`src/rtl/kdv_pkg.sv`:
```
// Package for the kick drum voice: sequencer states, multiplier operand type,
// fixed-point constants and the note and polynomial coefficient tables.
// No dependencies.
package kdv_pkg;

    // Sine table size. It must be a power of two because the table index is
    // taken straight from the top bits of the phase.
    localparam int SINE_ENTRIES = 1024;
    localparam int SINE_BITS    = $clog2(SINE_ENTRIES);
    localparam int SINE_SHIFT   = 32 - SINE_BITS;

    // Note numbering. The octave split works on note + NOTE_BIAS, which keeps
    // the value positive for every note. OCT_BIAS octaves are removed again later.
    localparam int NOTE_OFFSET = 24;
    localparam int OCT_BIAS    = 12;
    localparam int NOTE_BIAS   = 12 * OCT_BIAS - NOTE_OFFSET - 69;

    // ceil(2^16 / 12): exact quotient by twelve for any 8-bit value.
    localparam logic [31:0] RECIP_12 = 32'd5462;

    // Fixed-point constants.
    localparam logic [30:0] Q30_ONE     = 31'h4000_0000;
    localparam logic [31:0] HALF_PI_Q30 = 32'd1686629713;
    localparam logic [31:0] SINE_GAIN   = 32'd32767;
    localparam logic [23:0] AMP_HALF    = 24'h80_0000;
    localparam logic [31:0] PITCH_RESET = 32'd115343360;
    localparam int          POLY_TERMS  = 5;

    // Configuration register indexes and reset values.
    localparam int          CFG_INDEX_W       = 4;
    localparam logic [3:0]  CFG_MIDI_CHANNEL  = 4'd0;
    localparam logic [3:0]  CFG_SAMPLE_PERIOD = 4'd1;
    localparam logic [3:0]  CFG_VOLUME        = 4'd2;
    localparam logic [3:0]  CFG_DECAY_FACTOR  = 4'd3;
    localparam logic [4:0]  RST_MIDI_CHANNEL  = 5'd1;
    localparam logic [31:0] RST_SAMPLE_PERIOD = 32'd22906492;
    localparam logic [15:0] RST_VOLUME        = 16'd32768;
    localparam logic [23:0] RST_DECAY_FACTOR  = 24'd16775538;

    // MIDI note-on status nibble.
    localparam logic [3:0] MIDI_NOTE_ON = 4'h9;

    // Sequencer states of one frame tick.
    typedef enum logic [4:0] {
        ST_IDLE,
        ST_DEC_PITCH,
        ST_APPLY,
        ST_NOTE_SET,
        ST_STEP_MUL,
        ST_STEP_ADD,
        ST_ANGLE_MUL,
        ST_ANGLE_SQR,
        ST_ANGLE_X2,
        ST_POLY_MUL,
        ST_POLY_RECIP,
        ST_POLY_BACK,
        ST_POLY_FIX,
        ST_SINE_MUL,
        ST_SINE_ROUND,
        ST_SINE_CLAMP,
        ST_GAIN_AMP,
        ST_GAIN_HI,
        ST_GAIN_LO,
        ST_GAIN_SUM
    } st_t;

    // Operands of the shared multiplier.
    typedef struct packed {
        logic [31:0] a;
        logic [31:0] b;
    } mul_op_t;

    // 440 * 2^(k/12) Hz in Q10.20.
    function automatic logic [29:0] semitone_q20(input logic [3:0] k);
        logic [29:0] v;
        begin
            unique case (k)
                4'd0:    v = 30'd461373440;
                4'd1:    v = 30'd488808132;
                4'd2:    v = 30'd517874176;
                4'd3:    v = 30'd548668578;
                4'd4:    v = 30'd581294109;
                4'd5:    v = 30'd615859655;
                4'd6:    v = 30'd652480576;
                4'd7:    v = 30'd691279090;
                4'd8:    v = 30'd732384684;
                4'd9:    v = 30'd775934544;
                4'd10:   v = 30'd822074013;
                4'd11:   v = 30'd870957077;
                default: v = 30'd0;
            endcase
            return v;
        end
    endfunction

    // Divisors of the Horner steps of the sine polynomial, innermost first.
    function automatic logic [31:0] poly_coef(input logic [2:0] i);
        logic [31:0] c;
        begin
            unique case (i)
                3'd0:    c = 32'd110;
                3'd1:    c = 32'd72;
                3'd2:    c = 32'd42;
                3'd3:    c = 32'd20;
                3'd4:    c = 32'd6;
                default: c = 32'd1;
            endcase
            return c;
        end
    endfunction

    // floor(2^32 / divisor); the quotient it gives is low by at most one.
    function automatic logic [31:0] poly_recip(input logic [2:0] i);
        logic [31:0] m;
        begin
            unique case (i)
                3'd0:    m = 32'd39045157;
                3'd1:    m = 32'd59652323;
                3'd2:    m = 32'd102261126;
                3'd3:    m = 32'd214748364;
                3'd4:    m = 32'd715827882;
                default: m = 32'hFFFF_FFFF;
            endcase
            return m;
        end
    endfunction

    // Pitch of a note in Q12.20 Hz. t is the biased note and q = t / 12.
    // The semitone entry is shifted by the octave, rounding half up on the way
    // down and saturating on the way up.
    function automatic logic [31:0] note_pitch(input logic [7:0] t, input logic [4:0] q);
        logic [8:0]  q12;
        logic [3:0]  k;
        logic [4:0]  sh;
        logic [63:0] v;
        begin
            q12 = {1'b0, q, 3'b000} + {2'b00, q, 2'b00};
            k   = 4'({1'b0, t} - q12);
            v   = {34'd0, semitone_q20(k)};
            if (q >= 5'(OCT_BIAS)) begin
                sh = q - 5'(OCT_BIAS);
                v  = v << sh;
            end else begin
                sh = 5'(OCT_BIAS) - q;
                v  = (v + (64'd1 << (sh - 5'd1))) >> sh;
            end
            if (v > 64'h0000_0000_FFFF_FFFF) begin
                return 32'hFFFF_FFFF;
            end
            return v[31:0];
        end
    endfunction

endpackage

```
`src/rtl/kdv_mul_unit.sv`:
```
// Shared 32 x 32 multiplier of the kick drum voice with a registered product.
// Depends on kdv_pkg for the operand type.
module kdv_mul_unit
    import kdv_pkg::*;
(
    input  logic        clk,
    input  mul_op_t     op,
    output logic [63:0] prod
);

    logic [63:0] prod_reg;

    // One product per cycle; the product is read in the following state.
    always_ff @(posedge clk)
    begin
        prod_reg <= 64'(op.a) * 64'(op.b);
    end

    assign prod = prod_reg;

endmodule

```
`src/rtl/kick_drum_voice_top.sv`:
```
// Top level of the kick drum voice: MIDI and tick input channel, sample output
// channel, configuration port and the sequencer. Uses kdv_pkg and kdv_mul_unit.
//
// One kick drum voice. Input items are MIDI events (req_type 0) or frame ticks
// (req_type 1). A note-on on the configured channel arms a new hit; the last
// one before a tick wins, and velocity zero still triggers. Each tick yields
// one signed Q1.15 sample: amplitude and pitch decay, an armed note restarts
// the hit, the phase advances and the sine value is scaled by volume and
// amplitude with saturation. A MIDI event gives no result. A tick keeps the
// input not ready until its sample is in the output register, since every
// product goes through the one shared 32 x 32 multiplier with a
// registered output: two decays, the phase step and its addition, the angle,
// its square and its capture, four passes for each of the five Horner steps
// of the sine polynomial (product, reciprocal multiply for the constant
// division, back multiply, correction), three for the sine product, rounding
// and clamp, and four for the gain. A finished sample waits in the
// output register while MIDI events continue to be taken; a second tick stalls
// in its last cycle until that sample is taken. Configuration writes are
// accepted every cycle and are meant for idle periods.
module kick_drum_voice_top
    import kdv_pkg::*;
(
    input  logic                   clk,
    input  logic                   rst_n,
    // Input channel
    input  logic                   in_valid,
    output logic                   in_ready,
    input  logic                   req_type,
    input  logic [7:0]             midi_status,
    input  logic [6:0]             midi_note,
    // Output channel
    output logic                   out_valid,
    input  logic                   out_ready,
    output logic signed [15:0]     sample_out,
    // Configuration write channel
    input  logic                   cfg_valid,
    output logic                   cfg_ready,
    input  logic [CFG_INDEX_W-1:0] cfg_index,
    input  logic [31:0]            cfg_data
);

    // Control and voice state
    st_t         state_reg, state_next;
    logic [4:0]  midi_channel_reg;
    logic [31:0] sample_period_reg;
    logic [15:0] volume_reg;
    logic [23:0] decay_reg;
    logic [23:0] amp_reg, amp_next;
    logic [31:0] pitch_reg, pitch_next;
    logic [32:0] phase_reg, phase_next;
    logic        pend_valid_reg, pend_valid_next;
    logic [6:0]  pend_note_reg, pend_note_next;
    logic [2:0]  cnt_reg, cnt_next;
    logic        out_valid_reg, out_valid_next;

    // Working registers of one tick
    logic [30:0] x_reg, x_next;
    logic [31:0] x2_reg, x2_next;
    logic [30:0] v_reg, v_next;
    logic [31:0] n_reg, n_next;
    logic [29:0] q_reg, q_next;
    logic [14:0] sabs_reg, sabs_next;
    logic [6:0]  plo_reg, plo_next;
    logic [47:0] hi_reg, hi_next;
    logic [15:0] sample_reg, sample_next;

    // Shared multiplier
    mul_op_t     mul_op;
    logic [63:0] prod;

    // Combinational helpers
    logic        in_xfer;
    logic        note_on_match;
    logic [7:0]  note_t;
    logic [29:0] r_low;
    logic [30:0] r_angle;
    logic [36:0] phase_sum;
    logic [31:0] rem;
    logic [29:0] q_fix;
    logic [47:0] sine_rnd;
    logic [17:0] sine_mag;
    logic [55:0] gain_total;
    logic [16:0] mag;
    logic [16:0] mag_sat;
    logic        neg;

    kdv_mul_unit u_mul (
        .clk  (clk),
        .op   (mul_op),
        .prod (prod)
    );

    assign in_ready   = (state_reg == ST_IDLE);
    assign in_xfer    = in_valid && in_ready;
    assign cfg_ready  = 1'b1;
    assign out_valid  = out_valid_reg;
    assign sample_out = sample_reg;

    // Event filter: note-on on the configured channel.
    assign note_on_match = (midi_status[7:4] == MIDI_NOTE_ON)
                        && ((5'(midi_status[3:0]) + 5'd1) == midi_channel_reg);

    // Biased note for the octave split.
    assign note_t = 8'({1'b0, pend_note_reg} + 8'(NOTE_BIAS));

    // Angle within the quadrant, mirrored in odd quadrants.
    assign r_low   = {phase_reg[29:SINE_SHIFT], SINE_SHIFT'(0)};
    assign r_angle = phase_reg[30] ? (Q30_ONE - {1'b0, r_low}) : {1'b0, r_low};

    // Phase advance with wrap to zero past one.
    assign phase_sum = {4'd0, phase_reg} + {1'b0, prod[63:28]};

    // Correction of the reciprocal quotient.
    assign rem   = n_reg - prod[31:0];
    assign q_fix = (rem >= poly_coef(cnt_reg)) ? (q_reg + 30'd1) : q_reg;

    // Rounding of the sine to Q1.15.
    assign sine_rnd = {1'b0, prod[46:0]} + (48'd1 << 29);
    assign sine_mag = sine_rnd[47:30];

    // Output gain: volume times the high and low parts of amplitude * |sine|.
    assign gain_total = {1'b0, hi_reg, 7'd0} + 56'(prod[22:0]);
    assign mag        = gain_total[55:39];
    assign neg        = phase_reg[31] && (sabs_reg != 15'd0);
    assign mag_sat    = neg ? ((mag > 17'd32768) ? 17'd32768 : mag)
                            : ((mag > 17'd32767) ? 17'd32767 : mag);

    // Sequencer: next state, multiplier operands and working registers.
    always_comb
    begin
        state_next      = state_reg;
        amp_next        = amp_reg;
        pitch_next      = pitch_reg;
        phase_next      = phase_reg;
        pend_valid_next = pend_valid_reg;
        pend_note_next  = pend_note_reg;
        cnt_next        = cnt_reg;
        out_valid_next  = out_valid_reg;
        x_next          = x_reg;
        x2_next         = x2_reg;
        v_next          = v_reg;
        n_next          = n_reg;
        q_next          = q_reg;
        sabs_next       = sabs_reg;
        plo_next        = plo_reg;
        hi_next         = hi_reg;
        sample_next     = sample_reg;
        mul_op.a        = 32'(amp_reg);
        mul_op.b        = 32'(decay_reg);

        // A taken sample leaves the output register.
        if (out_valid_reg && out_ready) begin
            out_valid_next = 1'b0;
        end

        unique case (state_reg)
            ST_IDLE:
            begin
                // Amplitude decay is issued here so that a tick starts at once.
                if (in_xfer) begin
                    if (req_type) begin
                        state_next = ST_DEC_PITCH;
                    end else if (note_on_match) begin
                        pend_valid_next = 1'b1;
                        pend_note_next  = midi_note;
                    end
                end
            end
            ST_DEC_PITCH:
            begin
                amp_next   = prod[47:24];
                mul_op.a   = pitch_reg;
                mul_op.b   = 32'(decay_reg);
                state_next = ST_APPLY;
            end
            ST_APPLY:
            begin
                pitch_next = prod[55:24];
                mul_op.a   = 32'(note_t);
                mul_op.b   = RECIP_12;
                if (pend_valid_reg) begin
                    amp_next   = AMP_HALF;
                    state_next = ST_NOTE_SET;
                end else begin
                    state_next = ST_STEP_MUL;
                end
            end
            ST_NOTE_SET:
            begin
                pitch_next      = note_pitch(note_t, prod[20:16]);
                pend_valid_next = 1'b0;
                state_next      = ST_STEP_MUL;
            end
            ST_STEP_MUL:
            begin
                mul_op.a   = pitch_reg;
                mul_op.b   = sample_period_reg;
                state_next = ST_STEP_ADD;
            end
            ST_STEP_ADD:
            begin
                if (phase_sum > 37'h1_0000_0000) begin
                    phase_next = 33'd0;
                end else begin
                    phase_next = phase_sum[32:0];
                end
                state_next = ST_ANGLE_MUL;
            end
            ST_ANGLE_MUL:
            begin
                mul_op.a   = 32'(r_angle);
                mul_op.b   = HALF_PI_Q30;
                state_next = ST_ANGLE_SQR;
            end
            ST_ANGLE_SQR:
            begin
                x_next     = prod[60:30];
                mul_op.a   = 32'(prod[60:30]);
                mul_op.b   = 32'(prod[60:30]);
                state_next = ST_ANGLE_X2;
            end
            ST_ANGLE_X2:
            begin
                x2_next    = prod[61:30];
                v_next     = Q30_ONE;
                cnt_next   = 3'd0;
                state_next = ST_POLY_MUL;
            end
            ST_POLY_MUL:
            begin
                mul_op.a   = x2_reg;
                mul_op.b   = 32'(v_reg);
                state_next = ST_POLY_RECIP;
            end
            ST_POLY_RECIP:
            begin
                n_next     = prod[61:30];
                mul_op.a   = prod[61:30];
                mul_op.b   = poly_recip(cnt_reg);
                state_next = ST_POLY_BACK;
            end
            ST_POLY_BACK:
            begin
                q_next     = prod[61:32];
                mul_op.a   = 32'(prod[61:32]);
                mul_op.b   = poly_coef(cnt_reg);
                state_next = ST_POLY_FIX;
            end
            ST_POLY_FIX:
            begin
                v_next   = Q30_ONE - {1'b0, q_fix};
                cnt_next = cnt_reg + 3'd1;
                if (cnt_reg == 3'(POLY_TERMS - 1)) begin
                    state_next = ST_SINE_MUL;
                end else begin
                    state_next = ST_POLY_MUL;
                end
            end
            ST_SINE_MUL:
            begin
                mul_op.a   = 32'(x_reg);
                mul_op.b   = 32'(v_reg);
                state_next = ST_SINE_ROUND;
            end
            ST_SINE_ROUND:
            begin
                mul_op.a   = 32'(prod[60:30]);
                mul_op.b   = SINE_GAIN;
                state_next = ST_SINE_CLAMP;
            end
            ST_SINE_CLAMP:
            begin
                sabs_next  = (sine_mag > 18'd32767) ? 15'h7FFF : sine_mag[14:0];
                state_next = ST_GAIN_AMP;
            end
            ST_GAIN_AMP:
            begin
                mul_op.a   = 32'(amp_reg);
                mul_op.b   = 32'(sabs_reg);
                state_next = ST_GAIN_HI;
            end
            ST_GAIN_HI:
            begin
                plo_next   = prod[6:0];
                mul_op.a   = 32'(volume_reg);
                mul_op.b   = prod[38:7];
                state_next = ST_GAIN_LO;
            end
            ST_GAIN_LO:
            begin
                hi_next    = prod[47:0];
                mul_op.a   = 32'(volume_reg);
                mul_op.b   = 32'(plo_reg);
                state_next = ST_GAIN_SUM;
            end
            ST_GAIN_SUM:
            begin
                // Hold the product until the output register is free.
                mul_op.a = 32'(volume_reg);
                mul_op.b = 32'(plo_reg);
                if (!out_valid_reg || out_ready) begin
                    sample_next    = neg ? 16'(17'd0 - mag_sat) : mag_sat[15:0];
                    out_valid_next = 1'b1;
                    state_next     = ST_IDLE;
                end
            end
            default:
            begin
                state_next = ST_IDLE;
            end
        endcase
    end

    // Control and voice state registers.
    always_ff @(posedge clk or negedge rst_n)
    begin
        if (!rst_n) begin
            state_reg      <= ST_IDLE;
            amp_reg        <= 24'd0;
            pitch_reg      <= PITCH_RESET;
            phase_reg      <= 33'd0;
            pend_valid_reg <= 1'b0;
            pend_note_reg  <= 7'd0;
            cnt_reg        <= 3'd0;
            out_valid_reg  <= 1'b0;
        end else begin
            state_reg      <= state_next;
            amp_reg        <= amp_next;
            pitch_reg      <= pitch_next;
            phase_reg      <= phase_next;
            pend_valid_reg <= pend_valid_next;
            pend_note_reg  <= pend_note_next;
            cnt_reg        <= cnt_next;
            out_valid_reg  <= out_valid_next;
        end
    end

    // Configuration registers, written on each transfer of the config port.
    always_ff @(posedge clk or negedge rst_n)
    begin
        if (!rst_n) begin
            midi_channel_reg  <= RST_MIDI_CHANNEL;
            sample_period_reg <= RST_SAMPLE_PERIOD;
            volume_reg        <= RST_VOLUME;
            decay_reg         <= RST_DECAY_FACTOR;
        end else if (cfg_valid && cfg_ready) begin
            unique case (cfg_index)
                CFG_MIDI_CHANNEL:  midi_channel_reg  <= cfg_data[4:0];
                CFG_SAMPLE_PERIOD: sample_period_reg <= cfg_data;
                CFG_VOLUME:        volume_reg        <= cfg_data[15:0];
                CFG_DECAY_FACTOR:  decay_reg         <= cfg_data[23:0];
                default:           ;
            endcase
        end
    end

    // Working registers of the tick computation.
    always_ff @(posedge clk)
    begin
        x_reg      <= x_next;
        x2_reg     <= x2_next;
        v_reg      <= v_next;
        n_reg      <= n_next;
        q_reg      <= q_next;
        sabs_reg   <= sabs_next;
        plo_reg    <= plo_next;
        hi_reg     <= hi_next;
        sample_reg <= sample_next;
    end

    // A new sample appears only at the end of the gain stage.
    a_out_from_gain: assert property (@(posedge clk) disable iff (!rst_n)
        $rose(out_valid_reg) |-> $past(state_reg == ST_GAIN_SUM))
        else $error("output valid rose outside the final gain state");

    // Amplitude is reset to zero, set to one half by a note and only decays from there.
    a_amp_bound: assert property (@(posedge clk) disable iff (!rst_n)
        amp_reg <= AMP_HALF)
        else $error("amplitude above one half");

    // The phase never passes one.
    a_phase_bound: assert property (@(posedge clk) disable iff (!rst_n)
        phase_reg <= 33'h1_0000_0000)
        else $error("phase above one");

    // The Horner loop stays within its terms and its value within one.
    a_poly_bound: assert property (@(posedge clk) disable iff (!rst_n)
        (state_reg == ST_POLY_MUL) |-> (cnt_reg < 3'(POLY_TERMS)) && (v_reg <= Q30_ONE))
        else $error("polynomial loop out of range");

    // Applying a note consumes the armed note.
    a_note_consumed: assert property (@(posedge clk) disable iff (!rst_n)
        (state_reg == ST_NOTE_SET) |=> !pend_valid_reg && (amp_reg == AMP_HALF))
        else $error("armed note not consumed");

endmodule
```
`config.mk`:
```
export PLATFORM = sky130hd
export DESIGN_NAME = kick_drum_voice_top
export DESIGN_NICKNAME = d
export VERILOG_FILES = /design/src/rtl/kdv_pkg.sv /design/src/rtl/kdv_mul_unit.sv /design/src/rtl/kick_drum_voice_top.sv
export SDC_FILE = /design/constraint.sdc
export NUM_CORES = 2
export LEC_CHECK = 0
export BUFFER_PORTS_ARGS = -buffer_cell sky130_fd_sc_hd__buf_2
export CELL_PAD_IN_SITES_DETAIL_PLACEMENT = 0
export CELL_PAD_IN_SITES_GLOBAL_PLACEMENT = 1
export CORE_MARGIN = 3
export CORE_UTILIZATION = 35
export CTS_CLUSTER_DIAMETER = 80
export DETAILED_ROUTE_END_ITERATION = 8
export PLACE_DENSITY = 0.72
export SETUP_SLACK_MARGIN = 0.2
export SLEW_MARGIN = 40
export SYNTH_ARGS = -nofsm -noshare
export SYNTH_HDL_FRONTEND = slang
export SYNTH_SLANG_ARGS = --single-unit
```
`constraint.sdc`:
```
create_clock -name clk -period 12.47 [get_ports clk]
set_input_delay 3.741 -clock clk [delete_from_list [all_inputs] [get_ports clk]]
set_output_delay 3.741 -clock clk [all_outputs]
set_load 0.05 [all_outputs]
```
==> flow_summary.toml <==
[outcome]
run_status = "finished, final reports clean"

[sta]
tightest_slew_ns = 0.958
fin_tns_setup_ns = 0
drv_slew = 0
hold_viol_final = 0
period_share = 0.942
finClkSkew_ns = 0.0775
setup_ws_ns = 0.719
rsz0062_at_grt = "false"
fin_crit_ns = 11.75
slew_headroom = 0.361
fmax_ghz = 0.0851
setup_viol = 0

[worst_setup_path]
r2r_end = "u_mul.prod[63]"
start_kind = "flip-flop"
rr_worst_depth = 37
cp.arrival_ns = 12.29
r2r_start = "cnt_reg[2]"
cp_slowest_stage_delay_ns = 0.62
crit_path_end_kind = "flip-flop"
path_common_cell = "fa_1"
worstPathRequired_ns = 13.01
reg2reg_slack_ns = 0.72
cp_max_fo = 19
path_class = "flip-flop to flip-flop"
crit_slowest_cell = "a211o_1"

[die]
rows = 158
ioPinCount = 76
coreArea_sq_mm = 0.187
die_x_um = 441
die_y_um = 441
dieArea_sq_mm = 0.194
start_util = 0.354

[detailed_routing]
drt-total-wl_um = 261000
dr.first_iter.drc_count = 5841
dr_wl_met3_um = 22400
via_per_inst = 5.73
wire_per_inst_um = 26.3
met2_length_um = 116000
wl_met1_um = 107000
first_pass_iters = 9
drtAntennaViolNets = 0
vias = 56900
highest_layer = "met5"
post-route-drc-count = 0

[clocking]
cts_made_buffers = 53
htreeDepth = 2
cts_root_buf = "clkbuf_16"
clock-sinks = 489
clock_path_buffers = 3
cts_tree = "yes"
clk_pin_slew_ns = 0.07
clk_latency_ns = 0.67

[synth]
synth-edff-count = 242
synth-warning-count = 0
avgSynthCellArea_sq_um = 8.91
async_reset_ff_frac = 0.374
syn_area_sq_mm = 0.0661
synth_nets = 8783
synthCells = 7424
ys_types = 125
yosysSeqAreaShare = 0.199
ys_seq_elements = 489
synthFlopType = "edfxtp_1"

[global_route]
antenna_found_initial = 13
grt.total_usage = 0.267
grt_max_degree = 78
grt_pass1_wl_um = 384000
grt_pass1_vias = 57100
grt_overflow = 0

[hold_path]
hold_start = "phase_reg[2]"
whs_path_depth = 1
hp-class = "flip-flop to flip-flop"
min_to = "phase_reg[2]"

[layout]
area_delta_synth_final_pct = 9.14
nets = 8763
final_util = 0.387
largest_reg_flops = 64
drive_above_1_share = 0.0969
layout_commonest_cell = "inv_1"
most-common-layout-cells = "1109 x inv_1, 924 x nand2_1, 899 x fa_1"
fillCellCount = 19000

[placed_design]
hpwl_um = 209000
portBuffers = 74
place_congestion = 0.980
dp_slack_ns = 0.295

[run]
drv_cap = 0
cell usage after synthesis, types with 46 or more instances:
master	count	area share
a31oi_1	49	0.0046
edfxtp_1	242	0.11
mux2_2	105	0.018
a221oi_1	46	0.0061
nand4_1	57	0.0054
nand3_1	120	0.0091
ha_1	403	0.076
a21o_1	95	0.011
dfrtp_1	144	0.055
a22o_1	66	0.0087
xnor2_1	124	0.016
xor2_1	78	0.010
a22oi_1	89	0.010
a211oi_1	72	0.0082
nor3_1	101	0.0076
nor2_1	780	0.044
nand2_1	927	0.053
clkbuf_1	341	0.019
dfxtp_1	64	0.019
and3_1	81	0.0077
mux2i_1	57	0.0086
fa_1	899	0.27
o21ai_0	186	0.014
a21oi_1	275	0.021
o211ai_1	59	0.0067
inv_1	1111	0.063
and2_1	87	0.0082
through the flow:
stage / hold WS, ns / instance area (sq um) / cells
floorplan: 0.426 / 66100 / 7424
global placement: 0.476 / 70200 / 9818
detailed placement: 0.478 / 70300 / 9823
CTS: 0.494 / 72000 / 9922
global route: 0.512 / 72100 / 9928
finish: 0.490 / 72200 / 9933
area by class of cell:
cell class / count / area, sq um / share of cell area
clock buffers: 62 / 1360 / 0.0188
repair buffers: 324 / 2310 / 0.0320
clock inverters: 37 / 382 / 0.00529
diodes: 5 / 12.5 / 0.000173
well taps: 2480 / 3100 / 0.0430
inverters: 1115 / 4190 / 0.0581
multi-input cells: 5421 / 47600 / 0.660
flip-flops and latches: 489 / 13200 / 0.183
routing by layer:
metal,vias up,track usage
met1,28900,0.355
met3,561,0.0488
met5,-,0
met4,2,0.129
met2,2746,0.418
li1,24700,-
timing repair:
| item | CTS | global route |
|---|---|---|
| gates resized for setup | 1 | 7 |
| hold buffers | 0 | 0 |
| endpoints found under the setup margin | 1 | 5 |
| gates cloned | 0 | 1 |
| pin swaps | 0 | 1 |
| buffers inserted | 0 | 3 |
critical path: cells and delay by family, from the launching register on:
kind | cells | cell delay, ns
AO/OA/AOI/OAI | 11 | 3.69
adder cells (fa/ha/maj) | 10 | 4.81
flip-flops | 1 | 0.55
XOR/XNOR | 1 | 0.14
AND/OR/NAND/NOR | 7 | 1.41
buffers and inverters | 8 | 1.01
logic make-up (layout without fill, tap and decap cells):
| logic type | Yosys count | in the layout | share of synthesized area |
|---|---|---|---|
| AND/OR/NAND/NOR | 2393 | 2394 | 0.161 |
| buffers and inverters | 1515 | 1538 | 0.0879 |
| flip-flops | 489 | 489 | 0.199 |
| AO/OA/AOI/OAI | 1341 | 1341 | 0.144 |
| adder cells (fa/ha/maj) | 1302 | 1302 | 0.348 |
| XOR/XNOR | 205 | 205 | 0.0277 |
| multiplexers | 178 | 178 | 0.0315 |
| other | 1 | 6 | 0.0000567 |
how the worst max path moves through the flow:
stage	startpoint	end	slack, ns
floorplan	state_reg[3]	u_mul.prod[63]	1.61
global placement	state_reg[4]	u_mul.prod[63]	0.42
detailed placement	state_reg[2]	u_mul.prod[63]	0.29
CTS	state_reg[4]	u_mul.prod[63]	0.39
global route	state_reg[3]	u_mul.prod[63]	0.28
finish	cnt_reg[2]	u_mul.prod[63]	0.72
Power is left out: the tool's default activity adds up to more than one toggle a clock period on the data nets, which glitch-free logic cannot reach.
